$ cat src/hdl/sfsp_pkg.sv
package sfsp_pkg;

  localparam int CNT_W = 23;
  localparam logic [CNT_W-1:0] MAX_FILE_BYTES = 23'd4194304;
  localparam logic [CNT_W-1:0] CNT_SAT = MAX_FILE_BYTES + 23'd1;
  localparam logic [CNT_W-1:0] HDR_BYTES = 23'd24;
  localparam logic [31:0] MAX_TABS = 32'd256;
  localparam logic [31:0] CRC_POLY = 32'hedb88320;
  localparam logic [15:0] URL_LEN_RST = 16'd16384;
  localparam logic [15:0] TITLE_LEN_RST = 16'd4096;

  localparam logic [2:0] ST_OK       = 3'd0;
  localparam logic [2:0] ST_HEADER   = 3'd1;
  localparam logic [2:0] ST_VERSION  = 3'd2;
  localparam logic [2:0] ST_COUNT    = 3'd3;
  localparam logic [2:0] ST_CHECKSUM = 3'd4;
  localparam logic [2:0] ST_RECORD   = 3'd5;
  localparam logic [2:0] ST_TRAILING = 3'd6;
  localparam logic [2:0] ST_EMPTY    = 3'd7;

  localparam logic [1:0] KIND_URL   = 2'd0;
  localparam logic [1:0] KIND_TITLE = 2'd1;
  localparam logic [1:0] KIND_TAB   = 2'd2;
  localparam logic [1:0] KIND_VERD  = 2'd3;

  localparam logic CFG_URL   = 1'b0;
  localparam logic CFG_TITLE = 1'b1;

  typedef enum logic [3:0] {
    PH_HEADER     = 4'd0,
    PH_URL_LEN    = 4'd1,
    PH_URL_DATA   = 4'd2,
    PH_TITLE_LEN  = 4'd3,
    PH_TITLE_DATA = 4'd4,
    PH_FLAGS      = 4'd5,
    PH_TAIL       = 4'd6,
    PH_TAIL_BAD   = 4'd7,
    PH_SINK       = 4'd8
  } phase_t;

  typedef struct packed {
    logic [7:0] byte_value;
    logic       is_last;
  } in_t;

  typedef struct packed {
    logic [1:0] kind;
    logic [7:0] data_byte;
    logic [7:0] tab_index;
    logic       pinned;
    logic       muted;
    logic [2:0] status;
    logic [7:0] hdr_active;
    logic [8:0] tab_count;
    logic       run_last;
  } out_t;

  typedef struct packed {
    logic [1:0] n;
    out_t       r0;
    out_t       r1;
  } push_t;

  function automatic logic [7:0] magic_byte(input logic [2:0] i);
    logic [7:0] m;
    unique case (i)
      3'd0: m = 8'h41;
      3'd1: m = 8'h55;
      3'd2: m = 8'h52;
      3'd3: m = 8'h53;
      3'd4: m = 8'h45;
      3'd5: m = 8'h53;
      3'd6: m = 8'h53;
      default: m = 8'h00;
    endcase
    return m;
  endfunction

  function automatic logic [31:0] crc_byte(input logic [31:0] c, input logic [7:0] b);
    logic [31:0] x;
    x = c ^ {24'h0, b};
    for (int i = 0; i < 8; i++) begin
      x = (x >> 1) ^ (x[0] ? CRC_POLY : 32'h0);
    end
    return x;
  endfunction

endpackage

$ cat src/hdl/sfsp_out_fifo.sv
module sfsp_out_fifo
  import sfsp_pkg::*;
(
  input  logic  clk,
  input  logic  rst_n,
  input  push_t push,
  output logic  room,
  output logic  out_valid,
  input  logic  out_stall,
  output out_t  out_data
);

  out_t        mem [4];
  logic [1:0]  head_r, head_nxt;
  logic [1:0]  tail_r, tail_nxt;
  logic [2:0]  cnt_r, cnt_nxt;
  logic        pop;

  assign out_valid = (cnt_r != 3'd0);
  assign out_data  = mem[head_r];
  assign pop       = out_valid && !out_stall;
  assign room      = (cnt_r <= 3'd2);

  always_comb begin
    head_nxt = pop ? head_r + 2'd1 : head_r;
    tail_nxt = tail_r + push.n;
    cnt_nxt  = cnt_r + {1'b0, push.n} - {2'b0, pop};
  end

  always_ff @(posedge clk) begin
    if (push.n != 2'd0) begin
      mem[tail_r] <= push.r0;
    end
    if (push.n == 2'd2) begin
      mem[tail_r + 2'd1] <= push.r1;
    end
  end

  always_ff @(posedge clk) begin
    if (!rst_n) begin
      head_r <= '0;
      tail_r <= '0;
      cnt_r  <= '0;
    end else begin
      head_r <= head_nxt;
      tail_r <= tail_nxt;
      cnt_r  <= cnt_nxt;
    end
  end

`ifndef SYNTHESIS
  a_cnt_bound: assert property (@(posedge clk) disable iff (!rst_n) cnt_r <= 3'd4)
    else $error("fifo count overflow");
  a_push_room: assert property (@(posedge clk) disable iff (!rst_n)
    push.n != 2'd0 |-> cnt_r <= 3'd2)
    else $error("push without room");
  a_ptr_gap: assert property (@(posedge clk) disable iff (!rst_n)
    cnt_r != 3'd4 |-> (tail_r - head_r) == cnt_r[1:0])
    else $error("fifo pointers disagree with count");
`endif

endmodule

$ cat src/hdl/session_file_stream_parser_top.sv
// Session file stream parser: one file byte per request, one request per clock while the
// result queue has room. Each byte updates the header check, the CRC-32 (over bytes 8 to 19
// and from byte 24 on) and the record parser and drops up to two results (a URL/title byte
// or completed tab, plus the verdict on the last byte) into a four-entry result queue; input
// stalls only when that queue holds more than two results. Results reach the output in the
// cycle after the byte is taken at the earliest, later while older results still wait in the
// queue. After a verdict all file state clears and the next byte starts a new file.
module session_file_stream_parser_top
  import sfsp_pkg::*;
(
  input  logic        clk,
  input  logic        rst_n,
  input  logic        in_valid,
  output logic        in_stall,
  input  in_t         in_data,
  output logic        out_valid,
  input  logic        out_stall,
  output out_t        out_data,
  input  logic        cfg_we,
  input  logic        cfg_index,
  input  logic [15:0] cfg_data
);

  logic [15:0]      max_url_r, max_title_r;
  phase_t           ph_r, ph_nxt;
  logic [CNT_W-1:0] cnt_r, cnt_nxt;
  logic [31:0]      crc_r, crc_nxt;
  logic [31:0]      acc_r, acc_nxt;
  logic [1:0]       wbp_r, wbp_nxt;
  logic [8:0]       hc_r, hc_nxt;
  logic             hc_over_r, hc_over_nxt;
  logic [7:0]       ha_r, ha_nxt;
  logic [31:0]      chk_r, chk_nxt;
  logic [15:0]      rem_r, rem_nxt;
  logic [8:0]       tc_r, tc_nxt;
  logic [2:0]       fe_r, fe_nxt;
  logic             rec_r, rec_nxt;

  logic             accept, room;
  logic [7:0]       b;
  logic [1:0]       sh;
  logic [31:0]      w;
  logic             rec_done;
  logic             item_v;
  out_t             item, verd;
  logic [2:0]       vstat;
  push_t            push;

  assign in_stall = !room;
  assign accept   = in_valid && room;
  assign b        = in_data.byte_value;
  assign sh       = (ph_r == PH_HEADER) ? cnt_r[1:0] : wbp_r;
  assign w        = acc_r | ({24'h0, b} << {sh, 3'b000});
  assign rec_done = (wbp_r == 2'd3);

  always_comb begin
    ph_nxt      = ph_r;
    cnt_nxt     = (cnt_r < CNT_SAT) ? cnt_r + 23'd1 : cnt_r;
    crc_nxt     = crc_r;
    acc_nxt     = acc_r;
    wbp_nxt     = wbp_r;
    hc_nxt      = hc_r;
    hc_over_nxt = hc_over_r;
    ha_nxt      = ha_r;
    chk_nxt     = chk_r;
    rem_nxt     = rem_r;
    tc_nxt      = tc_r;
    fe_nxt      = fe_r;
    rec_nxt     = rec_r;
    item_v      = 1'b0;
    item        = '0;
    item.tab_index = tc_r[7:0];

    if ((cnt_r >= 23'd8 && cnt_r < 23'd20) || cnt_r >= HDR_BYTES) begin
      crc_nxt = crc_byte(crc_r, b);
    end

    unique case (ph_r)
      PH_HEADER: begin
        if (cnt_r < 23'd8) begin
          if (b != magic_byte(cnt_r[2:0]) && fe_r == ST_OK) fe_nxt = ST_HEADER;
        end else if (cnt_r[1:0] == 2'd3) begin
          acc_nxt = '0;
          priority if (cnt_r == 23'd11) begin
            if (w != 32'd1 && fe_r == ST_OK) fe_nxt = ST_VERSION;
          end else if (cnt_r == 23'd15) begin
            hc_nxt      = w[8:0];
            hc_over_nxt = (w > MAX_TABS);
          end else if (cnt_r == 23'd19) begin
            ha_nxt = w[7:0];
            if (fe_r == ST_OK && (hc_over_r ||
                (hc_r == 9'd0 ? w != 32'd0 : w >= {23'h0, hc_r}))) fe_nxt = ST_COUNT;
          end else begin
            chk_nxt = w;
            wbp_nxt = '0;
            if (fe_r != ST_OK) ph_nxt = PH_SINK;
            else ph_nxt = (hc_r == 9'd0) ? PH_TAIL : PH_URL_LEN;
          end
        end else begin
          acc_nxt = w;
        end
      end
      PH_URL_LEN, PH_TITLE_LEN, PH_FLAGS: begin
        if (rec_done) begin
          acc_nxt = '0;
          wbp_nxt = '0;
          if (ph_r == PH_URL_LEN) begin
            if (w > {16'h0, max_url_r}) begin
              rec_nxt = 1'b1;
              ph_nxt  = PH_SINK;
            end else if (w == 32'd0) begin
              if (fe_r == ST_OK) fe_nxt = ST_EMPTY;
              ph_nxt = PH_TITLE_LEN;
            end else begin
              rem_nxt = w[15:0];
              ph_nxt  = PH_URL_DATA;
            end
          end else if (ph_r == PH_TITLE_LEN) begin
            if (w > {16'h0, max_title_r}) begin
              rec_nxt = 1'b1;
              ph_nxt  = PH_SINK;
            end else if (w == 32'd0) begin
              ph_nxt = PH_FLAGS;
            end else begin
              rem_nxt = w[15:0];
              ph_nxt  = PH_TITLE_DATA;
            end
          end else begin
            if (w > 32'd3) begin
              rec_nxt = 1'b1;
              ph_nxt  = PH_SINK;
            end else begin
              item_v      = 1'b1;
              item.kind   = KIND_TAB;
              item.pinned = w[0];
              item.muted  = w[1];
              tc_nxt      = tc_r + 9'd1;
              ph_nxt      = (tc_nxt >= hc_r) ? PH_TAIL : PH_URL_LEN;
            end
          end
        end else begin
          acc_nxt = w;
          wbp_nxt = wbp_r + 2'd1;
        end
      end
      PH_URL_DATA, PH_TITLE_DATA: begin
        item_v         = 1'b1;
        item.kind      = (ph_r == PH_URL_DATA) ? KIND_URL : KIND_TITLE;
        item.data_byte = b;
        rem_nxt        = rem_r - 16'd1;
        if (rem_nxt == 16'd0) ph_nxt = (ph_r == PH_URL_DATA) ? PH_TITLE_LEN : PH_FLAGS;
      end
      PH_TAIL: ph_nxt = PH_TAIL_BAD;
      PH_TAIL_BAD, PH_SINK: ;
      default: ;
    endcase

    priority if (cnt_nxt < HDR_BYTES || cnt_nxt > MAX_FILE_BYTES || fe_nxt == ST_HEADER)
      vstat = ST_HEADER;
    else if (fe_nxt == ST_VERSION || fe_nxt == ST_COUNT) vstat = fe_nxt;
    else if (~crc_nxt != chk_nxt) vstat = ST_CHECKSUM;
    else if (rec_nxt || (ph_nxt >= PH_URL_LEN && ph_nxt <= PH_FLAGS)) vstat = ST_RECORD;
    else if (ph_nxt == PH_TAIL_BAD) vstat = ST_TRAILING;
    else if (fe_nxt == ST_EMPTY) vstat = ST_EMPTY;
    else vstat = ST_OK;

    verd              = '0;
    verd.kind         = KIND_VERD;
    verd.tab_index    = tc_nxt[7:0];
    verd.status       = vstat;
    verd.hdr_active   = ha_nxt;
    verd.tab_count    = hc_nxt;
    verd.run_last     = 1'b1;

    push = '0;
    if (accept) begin
      if (item_v) begin
        push.r0 = item;
        if (in_data.is_last) begin
          push.n  = 2'd2;
          push.r1 = verd;
        end else begin
          push.n           = 2'd1;
          push.r0.run_last = 1'b1;
        end
      end else if (in_data.is_last) begin
        push.n  = 2'd1;
        push.r0 = verd;
      end
    end

    if (in_data.is_last) begin
      ph_nxt      = PH_HEADER;
      cnt_nxt     = '0;
      crc_nxt     = 32'hffffffff;
      acc_nxt     = '0;
      wbp_nxt     = '0;
      hc_nxt      = '0;
      hc_over_nxt = 1'b0;
      ha_nxt      = '0;
      chk_nxt     = '0;
      rem_nxt     = '0;
      tc_nxt      = '0;
      fe_nxt      = ST_OK;
      rec_nxt     = 1'b0;
    end
  end

  always_ff @(posedge clk) begin
    if (!rst_n) begin
      max_url_r   <= URL_LEN_RST;
      max_title_r <= TITLE_LEN_RST;
      ph_r        <= PH_HEADER;
      cnt_r       <= '0;
      crc_r       <= 32'hffffffff;
      acc_r       <= '0;
      wbp_r       <= '0;
      hc_r        <= '0;
      hc_over_r   <= 1'b0;
      ha_r        <= '0;
      chk_r       <= '0;
      rem_r       <= '0;
      tc_r        <= '0;
      fe_r        <= ST_OK;
      rec_r       <= 1'b0;
    end else begin
      if (cfg_we && cfg_index == CFG_URL) max_url_r <= cfg_data;
      if (cfg_we && cfg_index == CFG_TITLE) max_title_r <= cfg_data;
      if (accept) begin
        ph_r      <= ph_nxt;
        cnt_r     <= cnt_nxt;
        crc_r     <= crc_nxt;
        acc_r     <= acc_nxt;
        wbp_r     <= wbp_nxt;
        hc_r      <= hc_nxt;
        hc_over_r <= hc_over_nxt;
        ha_r      <= ha_nxt;
        chk_r     <= chk_nxt;
        rem_r     <= rem_nxt;
        tc_r      <= tc_nxt;
        fe_r      <= fe_nxt;
        rec_r     <= rec_nxt;
      end
    end
  end

  sfsp_out_fifo u_fifo (
    .clk       (clk),
    .rst_n     (rst_n),
    .push      (push),
    .room      (room),
    .out_valid (out_valid),
    .out_stall (out_stall),
    .out_data  (out_data)
  );

`ifndef SYNTHESIS
  a_tabs_bound: assert property (@(posedge clk) disable iff (!rst_n)
    (ph_r >= PH_URL_LEN && ph_r <= PH_FLAGS) |-> (tc_r < hc_r && !hc_over_r))
    else $error("record parse past tab count");
  a_rec_sink: assert property (@(posedge clk) disable iff (!rst_n)
    rec_r |-> ph_r == PH_SINK)
    else $error("record error without sink");
  a_data_len: assert property (@(posedge clk) disable iff (!rst_n)
    (ph_r == PH_URL_DATA || ph_r == PH_TITLE_DATA) |-> rem_r != 16'd0)
    else $error("data phase with zero length");
`endif

endmodule
$ cat config.mk
export PLATFORM = sky130hd
export DESIGN_NAME = session_file_stream_parser_top
export DESIGN_NICKNAME = d
export VERILOG_FILES = /design/src/hdl/sfsp_pkg.sv /design/src/hdl/sfsp_out_fifo.sv /design/src/hdl/session_file_stream_parser_top.sv
export SDC_FILE = /design/constraint.sdc
export NUM_CORES = 1
export LEC_CHECK = 0
export BUFFER_PORTS_ARGS = -buffer_cell sky130_fd_sc_hd__buf_2
export CORE_UTILIZATION = 57
export DETAILED_ROUTE_END_ITERATION = 10
export PLACE_DENSITY = 0.88
export SETUP_SLACK_MARGIN = 0.02
export SLEW_MARGIN = 10
export SYNTH_ARGS = -nofsm -noshare
export SYNTH_HDL_FRONTEND = slang
export SYNTH_HIERARCHICAL = 1
export SYNTH_SLANG_ARGS = --single-unit
$ cat constraint.sdc
create_clock -name clk -period 6.9 [get_ports clk]
set_input_delay 1.38 -clock clk [delete_from_list [all_inputs] [get_ports clk]]
set_output_delay 1.38 -clock clk [all_outputs]
set_load 0.02 [all_outputs]
==> run summary <==
STA
------------------------------------------------------------------------------------------------------
Worst Max-Slew Pin Slew                                                                        1.23 ns
Worst clock skew                                                                             0.0303 ns
Aggregate negative setup slack                                                                    0 ns
Final-report hold violation count                                                                    0
Maximum clock frequency                                                                      0.166 GHz
Setup violations, final                                                                              0
Final max-slew violation count                                                                       0
Final cycle utilization of the critical path                                                     87.2%
Min cycle time layout                                                                          6.02 ns
Max-slew headroom at the worst pin                                                               15.9%
RSZ-0062 raised after global routing                                                                no
Final Hold Slack                                                                              0.470 ns

GLOBAL ROUTE
------------------------------------------------------------------------------------------------------
All-layer global routing usage                                                                   30.8%
Largest net degree at the start of global routing                                                   89
Number of antenna violations at the first check in global routing                                    0
Global-route wire length before repair                                                        99500 um
Via count of the first global-routing pass                                                       17900
Global-route congestion overflow total                                                               0

PLACEMENT
------------------------------------------------------------------------------------------------------
Final RePlAce weighted congestion                                                                0.984
HPWL Detailed                                                                                 43600 um
Count of placed standard cells including taps                                                     2783
Count of input and output buffers                                                                   73

CRITICAL PATH
------------------------------------------------------------------------------------------------------
Cell with the largest stage delay on the worst path                                              or4_1
Worst-path maximum fanout                                                                           15
Most used cell along the critical path                                                         a21oi_1
Worst Path Class, Setup                                                                   register to register
Arrival time of the worst setup path                                                           6.46 ns
FF-to-FF path depth                                                                                 16
Worst-path cell chain                                                                     or4_1 -> mux2i_2 -> a21oi_1 -> inv_1 -> ha_1 -> nand4_1 -> nor4_1 -> o21ai_0 -> a31oi_1 -> nor2_1 -> a2111oi_0 -> or2_2 -> o21ba_2 -> a211o_1 -> a21oi_1 -> mux2_2
Kind of cell adding the most delay to the critical path                                   compound AO/OA/AOI/OAI gates
Required @ worst endpoint                                                                      7.34 ns
Cell depth of the worst setup path                                                                  16
Combined buffer and inverter count along the critical path                                           1
Critical Path Max Stage Delay                                                                  0.81 ns
Setup crit start kind                                                                         register
CP endpoint kind                                                                              register

CTS
------------------------------------------------------------------------------------------------------
Clock latency reported for the late side of the worst-skew pair                                0.59 ns
Setup Fix Bufs, Post-CTS                                                                             0
CTS tree                                                                                          done
H-Tree Level Count                                                                                   2
Clock transition at the register clock pins on the worst setup and hold paths after CTS        0.06 ns
Cts hold-fix bufs                                                                                    0
Post-cts resize count                                                                                0
Root Buffer                                                                                  clkbuf_16
Buffers from clock root to sink, at most                                                             3
Number of sinks on the clock net                                                                   377
Number of clock buffers inserted by TritonCTS                                                       42

LOGIC SYNTHESIS
------------------------------------------------------------------------------------------------------
Post-synth design cell area                                                                23000 sq um
Mapped Cells                                                                                      2264
Total number of yosys warnings                                                                       6
Post-synthesis sequential element count                                                            377
Average footprint of a synthesized cell                                                     10.1 sq um
Cell types occupying the most area after synthesis                                        edfxtp_1, dfxtp_1, mux2_4
Count of distinct cell types in the synthesized netlist                                             87
Cell type contributing the most total cell area after synthesis                               edfxtp_1
Number of enable flip-flop cells after synthesis                                                   164
Share of Yosys cell area claimed by the top area cell type                                       21.4%
Most used standard cell by instance count after synthesis                                      dfxtp_1
Most frequently used flop master after synthesis                                               dfxtp_1
Share of async-settable or async-resettable flops after synthesis                                   0%
Seq/Total Area, Yosys                                                                            40.0%
Most frequent cells after synthesis                                                       dfxtp_1, nand2_1, edfxtp_1

JOB
------------------------------------------------------------------------------------------------------
MaxCap Viol Count                                                                                    0

DETAILED ROUTING
------------------------------------------------------------------------------------------------------
Number of nets with antenna violations after detailed routing                                        0
Final routed wirelength across all metal layers                                               63600 um
Ratio of routed vias to standard cells                                                            6.37
Drt pass-1 iters                                                                                     6
Average wire per cell in the routed design                                                     22.2 um
Drt first-iter violations                                                                         1701
Post-route DRC violation count                                                                       0
Via count                                                                                        18200

FLOORPLANNING
------------------------------------------------------------------------------------------------------
Width of the die                                                                                203 um
Area enclosed by the die boundary                                                          41100 sq um
Height of the die                                                                               203 um
Number of rows created at floorplan                                                                 73
Initial core utilization                                                                         57.8%
Core Region                                                                                39700 sq um
Number of top-level pins                                                                            74

PWR
------------------------------------------------------------------------------------------------------
Worst voltage drop across the vdd grid                                                        0.213 mV
Leakage power total                                                                            9.58 nW
Pwr per Cell Area                                                                          250 nW/um^2

FINAL LAYOUT
------------------------------------------------------------------------------------------------------
Fillcell total                                                                                    2929
Ratio of cells with drive above 1 in the final layout                                            18.4%
Nets                                                                                              2397
P&R area growth vs syn                                                                           9.58%
Post-route insts no fill                                                                          2861

WORST HOLD PATH
------------------------------------------------------------------------------------------------------
Count of cells along the worst hold path                                                             2
Worst min-delay path category                                                             register to register

STATUS
------------------------------------------------------------------------------------------------------
Outcome                                                                                      completed

logic make-up after synthesis:
logic type | count (synthesis) | synth area share, %
AOI/OAI and AO/OA | 456 | 13.0
xor gates and xnor gates | 136 | 6.01
adders and majority gates | 64 | 3.52
buffers and inverters | 233 | 4.73
DFF | 377 | 40.0
muxes | 277 | 16.8
other | 1 | 0.0163
and+or+nand+nor | 720 | 16.0
state kept, by name, summed over array words and instances (netlist names), named ones only:
register and count:
hc_over_r 1, rec_r 1, acc_r 32, ha_r 8, max_url_r 16, u_fifo/tail_r 2, tc_r 9, ph_r 4
wbp_r 2, cnt_r 23, u_fifo/cnt_r 3, u_fifo/head_r 2, fe_r 3, rem_r 16, crc_r 32, max_title_r 16
hc_r 9, chk_r 32, u_fifo/mem 164
power by group:
part / internal [mW] / total (mW) / switching, mW
Combinational: 0.572 / 1.48 / 0.907
Sequential: 2.41 / 2.49 / 0.0786
Clock: 1.39 / 2.33 / 0.940
Total: 4.37 / 6.30 / 1.93
final timing paths:
check,start,endpoint,slack [ns]
hold / removal,max_title_r[3],max_title_r[3],0.47
setup reg to reg,ph_r[1],u_fifo/mem[0][18],0.88
setup / recovery,ph_r[1],u_fifo/mem[0][18],0.88
hold reg to reg,max_title_r[3],max_title_r[3],0.47
final cells by class:
cell class                      count  area, sq um  area share (%)
Clock buffer                       54         1170            4.64
Timing Repair Buffer              104          651            2.58
Inverter                           84          315            1.25
Tap cell                          525          657            2.61
Sequential cell                   377         9190            36.5
Clock inverter                     23          269            1.07
Antenna cell                        1         2.50         0.00994
Multi-Input combinational cell   1693        12900            51.3
worst register-to-register path, delay by kind of cell, from the launching register on:
family	cells	cell delay, ns
AOI/OAI and AO/OA	7	2.56
adders and majority gates	1	0.37
buffers and inverters	1	0.20
DFF	1	0.51
muxes	2	0.58
and+or+nand+nor	5	1.65
placed cells by master (no fill, tap or decap), drive strengths merged, types with 15 or more instances in the layout:
master / count
mux2i: 65
nand2b: 17
a21oi: 119
clkbuf: 54
nor2: 136
nor2b: 93
nand4: 22
buf: 104
clkinv: 15
conb: 40
nand3: 26
edfxtp: 164
inv: 84
mux4: 41
nor4: 30
a22oi: 46
and2: 33
nor3: 54
o211ai: 34
o21ai: 91
ha: 63
and3: 21
a21o: 15
xor2: 34
a21boi: 57
dfxtp: 213
nand2: 207
mux2: 171
a31oi: 22
xnor2: 90
or3: 26
stage by stage:
stage	cell area, sq um	utilization [%]	power [mW]	setup slack, ns
4_1_cts	25200	63.4	6.30	1.00
3_5_place_dp	23700	59.7	3.99	0.979
2_1_floorplan	23100	-	3.57	0.561
6_report	25200	63.4	6.30	0.880
5_1_grt	25200	63.4	6.52	0.417
3_3_place_gp	23700	59.7	3.93	1.19
per-layer routing:
layer	vias up	part of all wire (%)	GRT usage, %
li1	8272	-	-
met1	8899	40	39.3
met2	906	48	51.7
met3	143	8.6	5.33
met4	0	3.4	12.3
met5	-	0	0
Power figures use the tool's default switching activity.
